===== src/drt_pkg.sv =====
package drt_pkg;

    localparam int COORD_W = 11;
    localparam int EXT_W   = 12;
    localparam int VOL_W   = 3 * EXT_W;
    localparam int AREA_W  = 2 * EXT_W;
    localparam int SPAN_W  = EXT_W + 1;

    localparam logic [EXT_W-1:0] EXT_MAX   = {EXT_W{1'b1}};
    localparam logic [EXT_W-1:0] VOL_RESET = 12'd2048;

    typedef logic [1:0] t_mode;
    localparam t_mode MODE_ADD   = 2'd0;
    localparam t_mode MODE_FULL  = 2'd1;
    localparam t_mode MODE_CLEAR = 2'd2;

    typedef logic [1:0] t_cfg_addr;
    localparam t_cfg_addr CFG_VOL_WIDTH  = 2'd0;
    localparam t_cfg_addr CFG_VOL_HEIGHT = 2'd1;
    localparam t_cfg_addr CFG_VOL_DEPTH  = 2'd2;

    typedef struct packed {
        logic [COORD_W-1:0] x;
        logic [COORD_W-1:0] y;
        logic [COORD_W-1:0] z;
        logic [EXT_W-1:0]   w;
        logic [EXT_W-1:0]   h;
        logic [EXT_W-1:0]   d;
    } t_box;

    typedef enum logic [2:0] {
        S_IDLE,
        S_COVER,
        S_MA1,
        S_MA2,
        S_MB1,
        S_MB2,
        S_COMMIT
    } t_state;

endpackage


===== src/drt_cover.sv =====
module drt_cover (
    input  drt_pkg::t_box i_a,
    input  drt_pkg::t_box i_b,
    output drt_pkg::t_box o_cover
);
    import drt_pkg::*;

    // one axis of the bounding cover, extent saturated to the field width
    function automatic logic [COORD_W+EXT_W-1:0] axis_cover(
        input logic [COORD_W-1:0] pa,
        input logic [EXT_W-1:0]   ea,
        input logic [COORD_W-1:0] pb,
        input logic [EXT_W-1:0]   eb
    );
        logic [COORD_W-1:0] lo;
        logic [SPAN_W-1:0]  end_a;
        logic [SPAN_W-1:0]  end_b;
        logic [SPAN_W-1:0]  hi;
        logic [SPAN_W-1:0]  span;
        logic [EXT_W-1:0]   ext;
        lo    = (pa < pb) ? pa : pb;
        end_a = {2'b00, pa} + {1'b0, ea};
        end_b = {2'b00, pb} + {1'b0, eb};
        hi    = (end_a > end_b) ? end_a : end_b;
        span  = hi - {2'b00, lo};
        ext   = span[SPAN_W-1] ? EXT_MAX : span[EXT_W-1:0];
        return {lo, ext};
    endfunction

    logic [COORD_W+EXT_W-1:0] ax_x;
    logic [COORD_W+EXT_W-1:0] ax_y;
    logic [COORD_W+EXT_W-1:0] ax_z;

    assign ax_x = axis_cover(i_a.x, i_a.w, i_b.x, i_b.w);
    assign ax_y = axis_cover(i_a.y, i_a.h, i_b.y, i_b.h);
    assign ax_z = axis_cover(i_a.z, i_a.d, i_b.z, i_b.d);

    assign o_cover.x = ax_x[COORD_W+EXT_W-1:EXT_W];
    assign o_cover.w = ax_x[EXT_W-1:0];
    assign o_cover.y = ax_y[COORD_W+EXT_W-1:EXT_W];
    assign o_cover.h = ax_y[EXT_W-1:0];
    assign o_cover.z = ax_z[COORD_W+EXT_W-1:EXT_W];
    assign o_cover.d = ax_z[EXT_W-1:0];

endmodule


===== src/drt_mul.sv =====
module drt_mul (
    input  logic [drt_pkg::AREA_W-1:0] i_a,
    input  logic [drt_pkg::EXT_W-1:0]  i_b,
    output logic [drt_pkg::VOL_W-1:0]  o_prod
);
    import drt_pkg::*;

    assign o_prod = VOL_W'(i_a) * VOL_W'(i_b);

endmodule


===== src/two_box_dirty_region_tracker.sv =====
// Two-box dirty region tracker.
// Input channel (i_valid / o_ready) carries one beat per command: add a box,
// mark the whole volume dirty, or clear both boxes (i_mode). Every beat
// produces one output beat (o_valid / i_ready) with both boxes after it.
// Configuration: i_cfg_wr_en writes i_cfg_wdata into the volume size
// register at i_cfg_addr; write only while no command is in flight.
// Timing: the block takes one command at a time. A mark, clear, or an add
// into a clean first slot passes the cover step and then commits; an add
// against a set first box passes one cover step and four passes through
// the shared 24x12 multiplier (two per box volume) before it commits. A
// new command is taken the cycle after the result is loaded.
// The output register holds a finished result while the receiver stalls;
// the next command may be accepted meanwhile but commits only once the
// output register is free.
// Reset clears both boxes, empties the output register and sets the volume
// size registers to 2048.
module two_box_dirty_region_tracker (
    input  logic                      i_clk,
    input  logic                      i_rst_n,
    input  logic                      i_cfg_wr_en,
    input  logic [1:0]                i_cfg_addr,
    input  logic [drt_pkg::EXT_W-1:0] i_cfg_wdata,
    input  logic                      i_valid,
    output logic                      o_ready,
    input  logic [1:0]                i_mode,
    input  logic [drt_pkg::COORD_W-1:0] i_box_x,
    input  logic [drt_pkg::COORD_W-1:0] i_box_y,
    input  logic [drt_pkg::COORD_W-1:0] i_box_z,
    input  logic [drt_pkg::EXT_W-1:0] i_box_w,
    input  logic [drt_pkg::EXT_W-1:0] i_box_h,
    input  logic [drt_pkg::EXT_W-1:0] i_box_d,
    output logic                      o_valid,
    input  logic                      i_ready,
    output logic [drt_pkg::COORD_W-1:0] o_first_x,
    output logic [drt_pkg::COORD_W-1:0] o_first_y,
    output logic [drt_pkg::COORD_W-1:0] o_first_z,
    output logic [drt_pkg::EXT_W-1:0] o_first_w,
    output logic [drt_pkg::EXT_W-1:0] o_first_h,
    output logic [drt_pkg::EXT_W-1:0] o_first_d,
    output logic [drt_pkg::COORD_W-1:0] o_second_x,
    output logic [drt_pkg::COORD_W-1:0] o_second_y,
    output logic [drt_pkg::COORD_W-1:0] o_second_z,
    output logic [drt_pkg::EXT_W-1:0] o_second_w,
    output logic [drt_pkg::EXT_W-1:0] o_second_h,
    output logic [drt_pkg::EXT_W-1:0] o_second_d
);
    import drt_pkg::*;

    t_state           r_state, n_state;
    t_mode            r_in_mode;
    t_box             r_in_box;
    t_box             r_first, n_first;
    t_box             r_second, n_second;
    t_box             r_ca, r_cb;
    t_box             cover_a, cover_b;
    t_box             vb_src;
    logic [AREA_W-1:0] r_tmp;
    logic [VOL_W-1:0] r_va, r_vb;
    logic [EXT_W-1:0] r_vol_w, r_vol_h, r_vol_d;
    logic             r_ovalid;
    t_box             r_out_first, r_out_second;
    logic [AREA_W-1:0] mul_a;
    logic [EXT_W-1:0] mul_b;
    logic [VOL_W-1:0] mul_p;
    logic [VOL_W+1:0] va2, vb3;
    logic             out_free;
    logic             commit;
    logic             accept;

    drt_cover u_cover_a (.i_a(r_first),  .i_b(r_in_box), .o_cover(cover_a));
    drt_cover u_cover_b (.i_a(r_second), .i_b(r_in_box), .o_cover(cover_b));
    drt_mul   u_mul     (.i_a(mul_a), .i_b(mul_b), .o_prod(mul_p));

    assign o_ready  = (r_state == S_IDLE);
    assign accept   = i_valid && o_ready;
    assign out_free = !r_ovalid || i_ready;
    assign commit   = (r_state == S_COMMIT) && out_free;

    // second volume: first box alone when the second slot is unused
    assign vb_src = (r_second.w == '0) ? r_first : r_cb;

    always_comb begin
        n_state = r_state;
        mul_a   = {{(AREA_W-EXT_W){1'b0}}, r_ca.w};
        mul_b   = r_ca.h;
        unique case (r_state)
            S_IDLE: begin
                if (accept) n_state = S_COVER;
            end
            S_COVER: begin
                if (r_in_mode == MODE_ADD && r_first.w != '0) n_state = S_MA1;
                else n_state = S_COMMIT;
            end
            S_MA1: begin
                n_state = S_MA2;
            end
            S_MA2: begin
                mul_a   = r_tmp;
                mul_b   = r_ca.d;
                n_state = S_MB1;
            end
            S_MB1: begin
                mul_a   = {{(AREA_W-EXT_W){1'b0}}, vb_src.w};
                mul_b   = vb_src.h;
                n_state = S_MB2;
            end
            S_MB2: begin
                mul_a   = r_tmp;
                mul_b   = vb_src.d;
                n_state = S_COMMIT;
            end
            S_COMMIT: begin
                if (out_free) n_state = S_IDLE;
            end
            default: n_state = S_IDLE;
        endcase
    end

    assign va2 = {1'b0, r_va, 1'b0};
    assign vb3 = {2'b00, r_vb} + {1'b0, r_vb, 1'b0};

    always_comb begin
        n_first  = r_first;
        n_second = r_second;
        unique case (r_in_mode)
            MODE_ADD: begin
                if (r_first.w == '0) begin
                    n_first = r_in_box;
                end else if (r_second.w == '0) begin
                    if (va2 > vb3) n_second = r_in_box;
                    else n_first = r_ca;
                end else if (r_va > r_vb) begin
                    n_second = r_cb;
                end else begin
                    n_first = r_ca;
                end
            end
            MODE_FULL: begin
                n_first   = '0;
                n_first.w = r_vol_w;
                n_first.h = r_vol_h;
                n_first.d = r_vol_d;
                n_second  = '0;
            end
            MODE_CLEAR: begin
                n_first  = '0;
                n_second = '0;
            end
            default: ;
        endcase
    end

    always_ff @(posedge i_clk) begin
        if (!i_rst_n) begin
            r_state <= S_IDLE;
        end else begin
            r_state <= n_state;
        end
    end

    always_ff @(posedge i_clk) begin
        if (!i_rst_n) begin
            r_first  <= '0;
            r_second <= '0;
            r_ovalid <= 1'b0;
        end else begin
            if (commit) begin
                r_first  <= n_first;
                r_second <= n_second;
            end
            if (commit) r_ovalid <= 1'b1;
            else if (i_ready) r_ovalid <= 1'b0;
        end
    end

    always_ff @(posedge i_clk) begin
        if (!i_rst_n) begin
            r_vol_w <= VOL_RESET;
            r_vol_h <= VOL_RESET;
            r_vol_d <= VOL_RESET;
        end else if (i_cfg_wr_en) begin
            unique case (i_cfg_addr)
                CFG_VOL_WIDTH:  r_vol_w <= i_cfg_wdata;
                CFG_VOL_HEIGHT: r_vol_h <= i_cfg_wdata;
                CFG_VOL_DEPTH:  r_vol_d <= i_cfg_wdata;
                default: ;
            endcase
        end
    end

    always_ff @(posedge i_clk) begin
        if (accept) begin
            r_in_mode  <= i_mode;
            r_in_box.x <= i_box_x;
            r_in_box.y <= i_box_y;
            r_in_box.z <= i_box_z;
            r_in_box.w <= i_box_w;
            r_in_box.h <= i_box_h;
            r_in_box.d <= i_box_d;
        end
        if (r_state == S_COVER) begin
            r_ca <= cover_a;
            r_cb <= cover_b;
        end
        if (r_state == S_MA1 || r_state == S_MB1) r_tmp <= mul_p[AREA_W-1:0];
        if (r_state == S_MA2) r_va <= mul_p;
        if (r_state == S_MB2) r_vb <= mul_p;
        if (commit) begin
            r_out_first  <= n_first;
            r_out_second <= n_second;
        end
    end

    assign o_valid    = r_ovalid;
    assign o_first_x  = r_out_first.x;
    assign o_first_y  = r_out_first.y;
    assign o_first_z  = r_out_first.z;
    assign o_first_w  = r_out_first.w;
    assign o_first_h  = r_out_first.h;
    assign o_first_d  = r_out_first.d;
    assign o_second_x = r_out_second.x;
    assign o_second_y = r_out_second.y;
    assign o_second_z = r_out_second.z;
    assign o_second_w = r_out_second.w;
    assign o_second_h = r_out_second.h;
    assign o_second_d = r_out_second.d;

`ifndef ASSERT_OFF
    a_second_needs_first: assert property (@(posedge i_clk) disable iff (!i_rst_n)
        (r_second.w != '0) |-> (r_first.w != '0))
        else $error("second box set while first box clean");

    a_accept_starts: assert property (@(posedge i_clk) disable iff (!i_rst_n)
        accept |=> (r_state == S_COVER))
        else $error("accepted beat did not start evaluation");

    a_commit_shows: assert property (@(posedge i_clk) disable iff (!i_rst_n)
        commit |=> (o_valid && o_first_w == r_first.w && o_second_w == r_second.w))
        else $error("output beat does not match committed boxes");
`endif

endmodule

===== config.mk =====
export PLATFORM = sky130hd
export DESIGN_NAME = two_box_dirty_region_tracker
export DESIGN_NICKNAME = d
export VERILOG_FILES = /design/src/drt_pkg.sv /design/src/drt_cover.sv /design/src/drt_mul.sv /design/src/two_box_dirty_region_tracker.sv
export SDC_FILE = /design/constraint.sdc
export NUM_CORES = 2
export LEC_CHECK = 0
export BUFFER_PORTS_ARGS = -buffer_cell sky130_fd_sc_hd__buf_2
export CAP_MARGIN = 10
export CORE_MARGIN = 2
export CORE_UTILIZATION = 55
export CTS_CLUSTER_SIZE = 25
export DETAILED_ROUTE_END_ITERATION = 8
export MAX_ROUTING_LAYER = met4
export PLACE_DENSITY = 0.81
export SETUP_SLACK_MARGIN = 0.15
export SLEW_MARGIN = 30
export SYNTH_ARGS = -nofsm -noshare
export SYNTH_HDL_FRONTEND = slang
export SYNTH_HIERARCHICAL = 1
export SYNTH_SLANG_ARGS = --single-unit

===== constraint.sdc =====
create_clock -name i_clk -period 9.5 [get_ports i_clk]
set_input_delay 0.475 -clock i_clk [delete_from_list [all_inputs] [get_ports i_clk]]
set_output_delay 0.475 -clock i_clk [all_outputs]
set_load 0.02 [all_outputs]

; ---- Word level (Yosys, flattened, before mapping)
; Cells that the tools add are included.
[totals]
regBits = 621
input_bits = 90
wordCells = 144
[classes]
add_sub_neg = 16
mul = 1
magnitude_cmp = 14
eq_ne = 12
n_mux = 31
reduce_logical = 19
[op_table]
columns = op, count
row1 = 69-bit 2-to-1 mux, 8
row2 = 69-bit one-hot mux with 3 select lines, 1
row3 = 69-bit one-hot mux with 2 select lines, 1
row4 = 11-bit by 12-bit adder with 13-bit output, 9
row5 = 13-bit > comparator, 6
row6 = 13-bit 2-to-1 mux, 6
row7 = 13-bit by 11-bit subtractor with 13-bit output, 6
row8 = 11-bit < comparator, 6
row9 = 11-bit 2-to-1 mux, 6
row10 = 24-bit one-hot mux with 2 select lines, 1
row11 = 36-bit by 37-bit adder with 38-bit output, 1
row12 = 37-bit by 38-bit > comparator with 1-bit output, 1
row13 = 36-bit > comparator, 1
row14 = 24-bit by 12-bit multiplier with 36-bit output, 1
row15 = 36-bit 2-to-1 mux, 1
row16 = 12-bit one-hot mux with 3 select lines, 1
row17 = 12-bit logical NOT, 2
row18 = 3-bit one-hot mux with 7 select lines, 1
row19 = 12-bit nonzero test, 1
row20 = "3-bit == test, second input constant", 3
row21 = 3-bit 2-to-1 mux, 3
row22 = 2-bit AND reduction, 4
row23 = "3-bit by 2-bit == test with 1-bit output, second input constant", 2
row24 = "2-bit by 1-bit == test with 1-bit output, second input constant", 2
row25 = 12 further kinds, 19

; ---- Depth between registers and ports, before layout
[logic_depth]
word_depth = 6
ltp_mapped = 32
mapped_depth_nobuf = 30

; ---- Modules after synthesis
; The synthesis kept the hierarchy.
[by_module_without_submodules]
columns = mod, instances, cells_per_inst, area_per_inst_um2, seq_area_each_um2
row1 = two_box_dirty_region_tracker, 1, 2925, 31023.5, 16866.2
row2 = drt_mul, 1, 1088, 9122.5, 0.0
row3 = drt_cover at u_cover_b, 1, 988, 7424.6, 0.0
row4 = drt_cover at u_cover_a, 1, 972, 7365.8, 0.0

; ---- Worst setup path after synthesis
; OpenSTA, ideal clock, no wires.
[synth_timing]
kind = register to register
startpoint = register r_state[1]
endpoint = register r_va[31] (data pin)
setup_ps = 273
arrival_time_ps = 7453
required_ps = 9227
slack_ps = 1774
path_stages_with_launch = 27
period_less_slack_ps = 7726
path_cell_list = dfxtp_1 -> clkbuf_1 -> nand2_1 -> nor2_1 -> clkbuf_1 -> a21oi_1 -> nand2_1 -> o21ai_0 -> a22oi_1 -> clkbuf_1 -> nand2_1 -> fa_1 -> fa_1 -> fa_1 -> inv_1 -> fa_1 -> inv_1 -> fa_1 -> inv_1 -> ha_1 -> a21oi_1 -> o211ai_2 -> a221oi_4 -> o21bai_4 -> a211oi_4 -> o31ai_1 -> xor2_1
[synth_via]
elab_cells_between_ends = 7
cone_classes = mul: 1 / eq/ne: 3 / mux: 2 / reduce/logical: 1
[synth_lines]
columns = item, line
row1 = start: declaration, two_box_dirty_region_tracker.sv:49  ; t_state r_state, n_state;
row2 = start signal: assignment, two_box_dirty_region_tracker.sv:157  ; r_state <= n_state;
row3 = 3-bit == test / 3-bit by 2-bit == test with 1-bit output (equally long branches), two_box_dirty_region_tracker.sv:86  ; unique case (r_state)
row4 = 12-bit one-hot mux with 3 select lines *, two_box_dirty_region_tracker.sv:86
row5 = net mul_b[5], two_box_dirty_region_tracker.sv:63  ; logic [EXT_W-1:0] mul_b;
row6 = 24-bit by 12-bit multiplier with 36-bit output *, drt_mul.sv:8  ; assign o_prod = VOL_W'(i_a) * VOL_W'(i_b);
row7 = net mul_p[31], two_box_dirty_region_tracker.sv:64  ; logic [VOL_W-1:0] mul_p;
row8 = end signal: assignment, two_box_dirty_region_tracker.sv:206  ; if (r_state == S_MA2) r_va <= mul_p;
row9 = end: declaration, two_box_dirty_region_tracker.sv:58  ; logic [VOL_W-1:0] r_va, r_vb;
; The timed path passes the listed nets; every way through them passes the cells marked *.
; A chain may end at the register's enable or synchronous reset.

; ---- Worst setup path after layout
[layout_timing]
startpoint = register r_second[24] (netlist name)
endpoint = register r_va[32] (data pin)
[layout_via]
elab_chain_len = 4
elab_cells_between_ends = 5
cone_classes = mul: 1 / mux: 3 / reduce/logical: 1
[layout_rtl]
columns = item, line
row1 = start: declaration, two_box_dirty_region_tracker.sv:53  ; t_box r_second, n_second;
row2 = start signal: assignment, two_box_dirty_region_tracker.sv:169  ; r_second <= n_second;
row3 = 12-bit logical NOT, two_box_dirty_region_tracker.sv:80  ; assign vb_src = (r_second.w == '0) ? r_first : r_cb;
row4 = 36-bit 2-to-1 mux, two_box_dirty_region_tracker.sv:80
row5 = 12-bit one-hot mux with 3 select lines, two_box_dirty_region_tracker.sv:86
row6 = net mul_b[4], two_box_dirty_region_tracker.sv:63
row7 = 24-bit by 12-bit multiplier with 36-bit output, drt_mul.sv:8
row8 = net mul_p[32], two_box_dirty_region_tracker.sv:64
; The timed path passes the listed nets, and every way through them passes these cells.

==> results.toml <==
[run_status]
status = "complete, no violations"

[pwr]
p_leak_uw = 0.0256
switching_power_uw = 11100
pwr-share-seq = 0.216
swShare = 0.495
pwr-share-comb = 0.656
power_density_nw_per_um2 = 372
power_frac_clock = 0.128
internal_power_uw = 11300
irDropWorstVdd_mv = 1.10

[logic_synthesis]
ys_types = 114
synthCells = 5973
yosysTopAreaCellShare = 0.242
ys.flop_type = "edfxtp_1"
yosysWarnings = 6
synth_seq_area_share = 0.307
synth_top_cell_by_area = "edfxtp_1"
async_flop_share = 0
syn_avg_cell_area_um2 = 9.20
synth.area.top_cells = "edfxtp_1 24%, ha_1 12%, fa_1 8.7%, dfxtp_1 6.5%, nand2_1 5.1%"
synth_fp_nets = 6820
synth_seq_cells = 621
syn_area_um2 = 54900
synth_edf_count = 443

[timing]
fin_crit_ns = 8.19
fin_setup_tns_ns = 0
finClkSkew_ns = 0.0413
max_slew_margin = 0.306
maxSlewViolCount = 0
min_period_over_period = 0.863
max_freq_ghz = 0.122
setup_viol = 0
rsz0062_at_grt = "no"
hold_viol = 0
tightest_slew_ns = 1.03

[final_layout]
fill_cells = 8194
seqCellArea_um2 = 16900
layout_commonest_cell = "nand2_1"
area_delta_synth_final_pct = 9.83
drive_gt1_frac = 0.107
layout.nets = 6983
mostFrequentLayoutCells = "750 x nand2_1, 518 x ha_1, 496 x inv_1, 495 x a21oi_1, 443 x edfxtp_1"
postLayoutCoreUtil = 0.611
multi_input_area_um2 = 35100

[floorplanning]
die_w_um = 320
die_area_um2 = 102000
core-area_um2 = 98700
start_util = 0.557
top_level_ports = 230
fp-row-count = 115
dieHeight_um = 320

[min_path]
hold_class = "input port to flip-flop"

[clock_tree]
cts_tree = "yes"
cts_sinks = 621
clockRootBuffer = "clkbuf_16"
clk_latency_ns = 0.67
cts_resized = 0
numCtsBuffers = 71
htree_levels = 3
post_cts_buffers = 0
cts.clk_slew.worst_paths_ns = 0.07
cts_buffer_depth = 3

[drt]
drt_iter0_markers = 6081
ant_nets = 0
post_drt_wl_per_cell_um = 24.3
dr.pass1.iters = 7
routed_wl_um = 182000
drc_errors = 0
vias = 48678
viasPerCell = 6.49

[grt]
antenna_found_initial = 21
grt_max_degree = 100
gr-total-overflow = 0
grt_pass1_vias = 47269
grt.total_usage = 0.357
grt_pass1_wl_um = 275000

[worst_setup_path]
path_class = "flip-flop to flip-flop"
arrival_ns = 8.56
startpoint_type = "flip-flop"
required_ns = 9.86
cp_max_fo = 34
endpoint_kind = "flip-flop"

[placed_design]
io_buffers = 229
dp_hpwl_um = 133000
place_congestion = 1.03

[flow_run]
maxCapViolations = 0
[cells by family after synthesis]
group,Yosys count,share of synthesized area
adders and majority gates,757,0.205
AOI/OAI and AO/OA,1718,0.206
xor gates and xnor gates,208,0.0334
buffers and inverters,785,0.0573
muxes,264,0.0502
DFF,621,0.307
and+or+nand+nor,1620,0.141
[power groups by stage]
| stage | Clock [uW] | Sequential, uW | Combinational [uW] |
|---|---|---|---|
| after floorplan | 0 | 4840 | 11000 |
| after global placement | 0 | 4900 | 14000 |
| after detailed placement | 0 | 4890 | 14400 |
| after CTS | 2870 | 4840 | 14500 |
| after global routing | 2980 | 4840 | 16000 |
| final | 2870 | 4840 | 14700 |
[layout make-up]
type,count,share of cell area
clock inverter,39,0.00699
clock buffer,92,0.0328
multi-input combinational,4567,0.581
inverter,499,0.0312
tap,1287,0.0267
antenna,16,0.000664
timing repair buffer,376,0.0407
sequential,621,0.280
[worst max-delay path, stage by stage (launching register included)]
cell      delay [ns]
dfxtp_1         0.66
nor4_1          0.17
nand3_2         0.38
buf_12          0.29
nand2_1         0.10
a21oi_1         0.15
a21oi_1         0.06
nand2_1         0.09
o21ai_0         0.09
a22oi_1         0.72
buf_4           0.37
nand2_1         0.12
fa_1            0.53
fa_1            0.52
inv_1           0.05
fa_1            0.47
fa_1            0.54
inv_1           0.05
fa_1            0.53
inv_1           0.05
ha_1            0.41
a21o_1          0.24
a21o_1          0.20
a211o_1         0.29
a41oi_1         0.36
o21a_1          0.26
o311ai_1        0.14
[sequential cells by signal (all words and copies together) (netlist names), 12 cells and up]
name / cells
r_ca: 69
r_cb: 69
r_first: 69
r_in_box: 69
r_second: 69
r_va: 36
r_vb: 36
r_tmp: 24
o_first_d: 12
o_first_h: 12
o_first_w: 12
o_second_d: 12
o_second_h: 12
o_second_w: 12
r_vol_d: 12
r_vol_h: 12
r_vol_w: 12
[per-layer routing]
metal  wire (um)  GRT usage  part of all wire  vias up
li1            -          -                 -    21777
met4        9500      0.164             0.052        0
met3       21000     0.0818              0.12      623
met1       69900      0.448              0.38    23329
met5           0          -                 0        -
met2       81900      0.548              0.45     2949
[synth_stat cells (12+ instances only)]
cell and number:
nand2_1 750, o31a_1 14, nor2b_1 46, a21o_1 104, o21a_1 57, a31oi_1 50
o31ai_1 80, a211oi_1 62, buf_6 13, nand4_1 39, xor2_1 91, buf_2 38
a221o_1 15, o21ba_1 13, a311o_1 16, o211ai_1 29, and2_1 149, clkbuf_1 207
nor3_1 94, buf_1 16, xnor2_1 115, o21ai_0 351, a211o_1 64, mux2_2 64
ha_1 518, or3_1 19, and3_1 51, a21boi_0 13, a2111oi_4 12, o21ai_1 88
a21oi_1 495, o21bai_1 34, a21oi_2 34, nand2b_1 53, nor2_1 224, inv_1 498
dfxtp_1 178, fa_1 239, mux2i_1 173, nor4_1 13, mux2_1 27, a22oi_1 69
or2_2 20, nand3_1 70, edfxtp_1 443
[worst paths after layout]
check | start | end | slack, ns | cells after the start
min reg2reg | r_vol_d[3] | r_vol_d[3] | 0.46 | 2
max | r_second[24] | r_va[32] | 1.31 | 26
max reg2reg | r_second[24] | r_va[32] | 1.31 | 26
min | i_box_d[1] | r_in_box[1] | 0.04 | 1
[per-stage QoR]
stage | hold WS [ns] | setup WS (ns) | area, um^2 | cells | power (uW)
CTS | 0.0228 | 1.44 | 60300 | 7480 | 22200
global route | 0.0246 | 0.898 | 60300 | 7491 | 23800
finish | 0.0355 | 1.31 | 60300 | 7497 | 22400
detailed placement | 0.450 | 1.48 | 57200 | 7281 | 19300
global placement | 0.441 | 1.62 | 57200 | 7281 | 18900
floorplan | 0.434 | 1.77 | 54900 | 5973 | 15900
[repair_timing]
item	CTS	global route
setup endpoints to repair	0	0
hold endpoints to repair	68	0
hold buffers	68	0
No activity file was read; power rests on OpenSTA's default activity.
